`config.mk`:
```
export PLATFORM = sky130hd
export DESIGN_NAME = bcba_word_scan
export DESIGN_NICKNAME = d
export VERILOG_FILES = /design/src/hw/rtl/bcba_pkg.sv /design/src/hw/rtl/bcba_word_scan.sv
export SDC_FILE = /design/constraint.sdc
export NUM_CORES = 1
export LEC_CHECK = 0
export BUFFER_PORTS_ARGS = -buffer_cell sky130_fd_sc_hd__buf_2
export CAP_MARGIN = 10
export CORE_ASPECT_RATIO = 0.6
export CORE_MARGIN = 2
export CORE_UTILIZATION = 40
export DETAILED_ROUTE_END_ITERATION = 12
export PLACE_DENSITY_LB_ADDON = 0.25
export RECOVER_POWER = 100
export SLEW_MARGIN = 25
export SYNTH_ARGS = -nofsm -noshare
export SYNTH_HDL_FRONTEND = slang
export SYNTH_SLANG_ARGS = --single-unit
```
`constraint.sdc`:
```
create_clock -name vclk -period 18.7
set_input_delay 0.935 -clock vclk [all_inputs]
set_output_delay 0.935 -clock vclk [all_outputs]
set_load 0.005 [all_outputs]
```
`src/hw/rtl/bcba_pkg.sv`:
```
// ----------------------------------------------------------------------------
// bcba_pkg
// Shared types and constants of the contiguous block allocator.
// ----------------------------------------------------------------------------
`default_nettype none

package bcba_pkg;

  // Map geometry
  localparam int unsigned NUM_BLOCKS_DEF = 32768;
  localparam int unsigned WORD_BITS      = 64;
  localparam int unsigned BA_W           = 17;  // wide enough for a block address plus a run length

  // Register reset values and counter limit
  localparam logic [15:0] DATA_START_RST = 16'd138;
  localparam logic [15:0] BLOCKS_RST     = 16'd32768;
  localparam logic [15:0] CNT_MAX        = 16'hFFFF;

  // Register indexes
  localparam logic CFG_DATA_START = 1'b0;
  localparam logic CFG_BLOCKS     = 1'b1;

  // Request kinds
  localparam logic [1:0] FUNC_ALLOC  = 2'd0;
  localparam logic [1:0] FUNC_FREE   = 2'd1;
  localparam logic [1:0] FUNC_FORMAT = 2'd2;

  // Result codes
  localparam logic [1:0] STAT_OK      = 2'd0;
  localparam logic [1:0] STAT_NOSPACE = 2'd1;
  localparam logic [1:0] STAT_BAD     = 2'd2;

  // Outcome of one searched map word
  typedef struct packed {
    logic            hit;
    logic [BA_W-1:0] start;
    logic [BA_W-1:0] carry;
  } scan_res_t;

endpackage

`default_nettype wire

```
`src/hw/rtl/bcba_word_scan.sv`:
```
// ----------------------------------------------------------------------------
// bcba_word_scan
// First-fit search step over one 64-block map word with a carried run length.
// ----------------------------------------------------------------------------
`default_nettype none

module bcba_word_scan import bcba_pkg::*; (
  input  wire logic [WORD_BITS-1:0] free_i,   // 1 = free and inside the search range
  input  wire logic [BA_W-1:0]      base_i,   // block number of bit 0
  input  wire logic [BA_W-1:0]      carry_i,  // free run ending just below bit 0
  input  wire logic [15:0]          len_i,
  output scan_res_t                 res_o
);

  localparam logic [BA_W-1:0] CARRY_MAX = '1;

  always_comb begin
    logic [WORD_BITS-1:0] p [7];
    logic [WORD_BITS-1:0] acc;
    logic                 first;
    logic [6:0]           pre;
    logic [6:0]           lead;
    logic [5:0]           pb;
    logic                 hit_b;
    logic [BA_W:0]        sum_a;
    logic [BA_W:0]        sum_c;

    // Free bits from bit 0 up and from bit 63 down
    pre = 7'd64;
    for (int i = WORD_BITS - 1; i >= 0; i--) begin
      if (!free_i[i]) pre = 7'(i);
    end
    lead = 7'd64;
    for (int i = 0; i < WORD_BITS; i++) begin
      if (!free_i[i]) lead = 7'(WORD_BITS - 1 - i);
    end

    // Runs of 2^k free blocks ending at each bit
    p[0] = free_i;
    for (int k = 1; k < 7; k++) begin
      p[k] = p[k-1] & (p[k-1] << (1 << (k - 1)));
    end

    // Combine the powers of two that make up the length
    acc   = '1;
    first = 1'b1;
    for (int k = 0; k < 7; k++) begin
      if (len_i[k]) begin
        acc   = first ? p[k] : (p[k] & (acc << (1 << k)));
        first = 1'b0;
      end
    end
    hit_b = (len_i <= 16'd64) && (acc != '0);

    pb = '0;
    for (int i = WORD_BITS - 1; i >= 0; i--) begin
      if (acc[i]) pb = 6'(i);
    end

    // A run entering from below ends earliest, so it wins
    sum_a = {1'b0, carry_i} + (BA_W+1)'(pre);
    res_o.hit   = (sum_a >= (BA_W+1)'(len_i)) || hit_b;
    if (sum_a >= (BA_W+1)'(len_i)) begin
      res_o.start = base_i - carry_i;
    end else begin
      res_o.start = base_i + BA_W'(pb) + BA_W'(1) - BA_W'(len_i);
    end

    // Carry the run that reaches the top bit
    sum_c = {1'b0, carry_i} + (BA_W+1)'(WORD_BITS);
    if (pre == 7'd64) begin
      res_o.carry = sum_c[BA_W] ? CARRY_MAX : sum_c[BA_W-1:0];
    end else begin
      res_o.carry = BA_W'(lead);
    end
  end

endmodule

`default_nettype wire

```
[After elaboration in Yosys (flattened, before gate mapping)]
Cells that the tools add are included.
Word-level totals
  bits in registers: 0
  latch bits: 0
  bits in writable memories: 0
  memory bits (read-only): 0
  input port bits: 114
  memories: 0
Operators by class
  $add $sub $neg: 6
  multipliers: 0
  div/mod/pow operators: 0
  magnitude comparators: 2
  eq/ne operators: 1
  shifts and indexed selects: 0
  multiplexer cells: 214
  bitwise operators: 11
  reduce and logical (&&, ||, !) cells: 3
Operators by type and width (number)
  7-bit two-way mux: 128
  64-bit two-way mux: 13
  64-bit AND: 11
  6-bit two-way mux: 64
  64-bit nonzero test: 1
  17-bit two-way mux: 3
  17-bit by 7-bit adder with 18-bit output: 1
  17-bit by 7-bit adder with 18-bit output (second input constant): 1
  18-bit by 16-bit >= comparator with 1-bit output: 1
  17-bit by 1-bit adder with 17-bit output (second input constant): 1
  17-bit by 6-bit adder with 17-bit output: 1
  17-bit by 16-bit subtractor with 17-bit output: 1
  17-bit subtractor: 1
  16-bit by 7-bit <= comparator with 1-bit output (second input constant): 1
  7-bit equality test (second input constant): 1
  1-bit two-way mux: 6
  1-bit logical AND: 1
  1-bit logical OR: 1

[Longest topological paths before layout]
  depth after elaboration: 85
  gate-level depth with buffers: 38
  mapped depth without buffers: 37

[Worst setup path after synthesis]
Ideal clock, no wire load.
  path type: input port to output port
  start point: input len_i[3]
  end point: output res_o[33] (netlist name)
  data arrival time: 6.951 ns
  required time: 17.765 ns
  path slack: 10.814 ns
  cell stages on the path: 34
  path buffers: 6
  cell sequence: buf_2 buf_2 buf_4 buf_2 clkbuf_1 clkbuf_1 o22ai_1 a21oi_1 o211a_1 nor3b_1 o21ai_1 nand2_1 a21oi_1 o311a_1 o311a_1 o31ai_1 a31oi_1 fa_1 ha_1 a21o_1 a21oi_1 o21bai_1 a21oi_1 o21bai_1 a21oi_1 o21bai_1 a21oi_1 o21bai_1 a21oi_1 nor2b_1 o2111a_1 o21ai_0 mux2i_1 xor2_1
RTL lines
  start, declared: line bcba_word_scan.sv:11  | input wire logic [15:0] len_i,
  end, declared: line bcba_word_scan.sv:12  | output scan_res_t res_o

==> results.py <==
metrics = {
    "sta": {
        "min_period_over_period_pct": 72.0,
        "hold_slack_ps": 2130,
        "hold_violations": 0,
        "relSlewSlack_pct": -142,
        "max_freq_mhz": 74.3,
        "drv_slew": 123,
        "fin_crit_ps": 13460,
        "finalSetupViolCount": 0,
        "rsz0062_at_grt": "false",
        "worstMarginPinSlew_ps": 3630,
        "tns_ps": 0,
    },
    "detailed_routing": {
        "antenna_left": 0,
        "drc": 0,
        "routed_via_density": 7.11,
        "wl_per_cell_um": 28.4,
        "routed_wl_um": 64100,
        "num_vias": 16100,
        "dr.pass1.iters": 7,
        "drt-initial-drc-count": 2755,
    },
    "cells_and_area": {
        "mostFrequentLayoutCell": "nand2_1",
        "fin_util_pct": 43.0,
        "layout_common_cells": "nand2_1 (218), nor2_1 (180), a21oi_1 (131), o21ai_0 (130), buf_2 (119)",
        "seq_cells": 0,
        "final_cells": 2260,
        "seqCellArea_um2": 0,
        "diodes": 0,
        "layout.nets": 2083,
        "clkbuf_count": 0,
        "drive_gt1_share_pct": 9.61,
        "layout-area-overhead-vs-synth_pct": 6.01,
    },
    "yosys": {
        "synthesis.area_um2": 11100,
        "syn_inst": 1850,
        "netlist_top_cells_area": "ha_1 (7.4%), nand2_1 (7.3%), nor2_1 (6.1%)",
        "yosysSeqAreaShare_pct": 0,
        "syn_nets": 2038,
        "synth_top_cell_area_share_pct": 7.41,
        "synth_top_cell_by_area": "ha_1",
        "yosysWarnings": 0,
        "synth_cell_types": 97,
        "syn-mean-instance-area_um2": 6.02,
    },
    "grt": {
        "grt_pass1_wl_um": 93200,
        "grt_max_degree": 85,
        "gr-usage-met3_pct": 13.5,
        "grt_busiest_layer": "met1",
        "antenna_found_initial": 0,
        "grt_usage_pct": 42.2,
        "grt_remaining_overflow": 0,
        "grt_pass1_vias": 13900,
        "grtUsageMet1_pct": 65.4,
        "gr-usage-met2_pct": 54.9,
    },
    "worst_hold_path": {
        "hold_depth": 3,
        "min-delay-path-class": "primary input to output port",
    },
    "worst_setup_path": {
        "path_max_fanout": 84,
        "cp_data_arrival_time_ps": 12520,
        "path_class": "primary input to output port",
        "crit_slowest_cell": "clkbuf_1",
        "worstSetupStartpointType": "primary input",
        "cpMostUsedCell": "a21oi_1",
        "slowest_delay_ps": 2590,
        "worstPathRequired_ps": 17770,
        "critical_path.endpoint_type": "output port",
    },
    "floorplanning": {
        "io_pins": 149,
        "core.rowCount": 47,
        "fp.coreArea_um2": 27500,
        "die_area_um2": 29300,
        "die-width_um": 219,
        "fp.dieH_um": 133,
        "initial_utilization_pct": 40.6,
    },
    "power": {
        "peakVddDrop_uv": 23.2,
        "p_per_area_nw_per_um2": 28.4,
        "leakage_nw": 4.35,
        "total_power_uw": 335,
    },
    "clock_network": {
        "cts_resized": 0,
        "holdBufCountCts": 0,
        "cts_setup_buffers": 0,
    },
    "job": {
        "cap_violations": 2,
    },
    "placement": {
        "dp_cells": 2260,
        "routabilityCongestion": 1.05,
        "dp_hpwl_um": 51500,
        "portBuffers": 149,
    },
    "run_status": {
        "status": "finished with violations",
        "violations": "max-capacitance violations, max-slew violations",
    },
}
## critical path, delay by kind of cell
kind	cells	cell delay, ps
simple gates	4	770
xor+xnor	1	210
fa+ha+maj	2	810
mux	1	110
compound gates	23	5530
buf+inv	4	4060
## cells in the mapped netlist, types with 9 or more instances
cell / instances
nor2b_1: 26
a21boi_1: 10
nand2b_1: 45
a21o_1: 18
a32oi_1: 20
inv_1: 90
a221oi_1: 20
buf_4: 11
nor2_1: 181
and4_1: 14
nand4_1: 66
and2_1: 9
and3_1: 16
ha_1: 66
nand2_1: 218
nor4_1: 29
nor3_1: 71
buf_2: 29
a211oi_1: 27
o31ai_1: 19
xnor2_1: 35
a2111oi_0: 19
a21boi_0: 35
or3_1: 18
a31oi_1: 45
o21ai_1: 26
clkbuf_1: 71
nand3_1: 73
o21ai_0: 129
o22ai_1: 21
o211ai_1: 15
buf_6: 10
o21a_1: 10
a22oi_1: 20
a21oi_1: 131
o21bai_1: 17
## report_power, final
| group | switching [mW] | total [mW] | internal, mW | leakage, nW |
|---|---|---|---|---|
| Sequential | 0 | 0 | 0 | 0 |
| Clock | 0 | 0 | 0 | 0 |
| Combinational | 0.223 | 0.335 | 0.113 | 4.35 |
| Total | 0.223 | 0.335 | 0.113 | 4.35 |
## per-stage QoR
step | worst slack (ps) | area, µm²
after floorplan | 10810 | 11100
after global placement | 8400 | 11900
after detailed placement | 8340 | 11900
after CTS | 8320 | 11900
after global routing | 4640 | 11800
final | 5240 | 11800
## layout make-up
cell class	count	area, µm²
Tap cell	367	459
Inverter	96	363
Timing Repair Buffer	172	881
Multi-Input combinational cell	1625	10100
Fill cell	3081	15600
## final timing paths
| path | from | endpoint |
|---|---|---|
| max | len_i[1] | res_o[33] |
| min | base_i[16] | res_o[33] |
## per-layer routing
metal	up-vias	wire length [µm]
met5	-	212
met4	4	1230
li1	7162	-
met3	93	9970
met2	1214	23800
met1	7591	28900
## logic make-up (layout without fill, tap and decap cells)
family	count (synthesis)	count (layout)	share of synthesized area, %
AO/OA/AOI/OAI	696	696	42.4
XOR/XNOR	38	38	2.99
adder cells (fa/ha/maj)	74	74	8.85
buffers and inverters	225	268	9.27
multiplexers	4	4	0.359
AND/OR/NAND/NOR	813	813	36.1
Power figures use the tool's default switching activity.
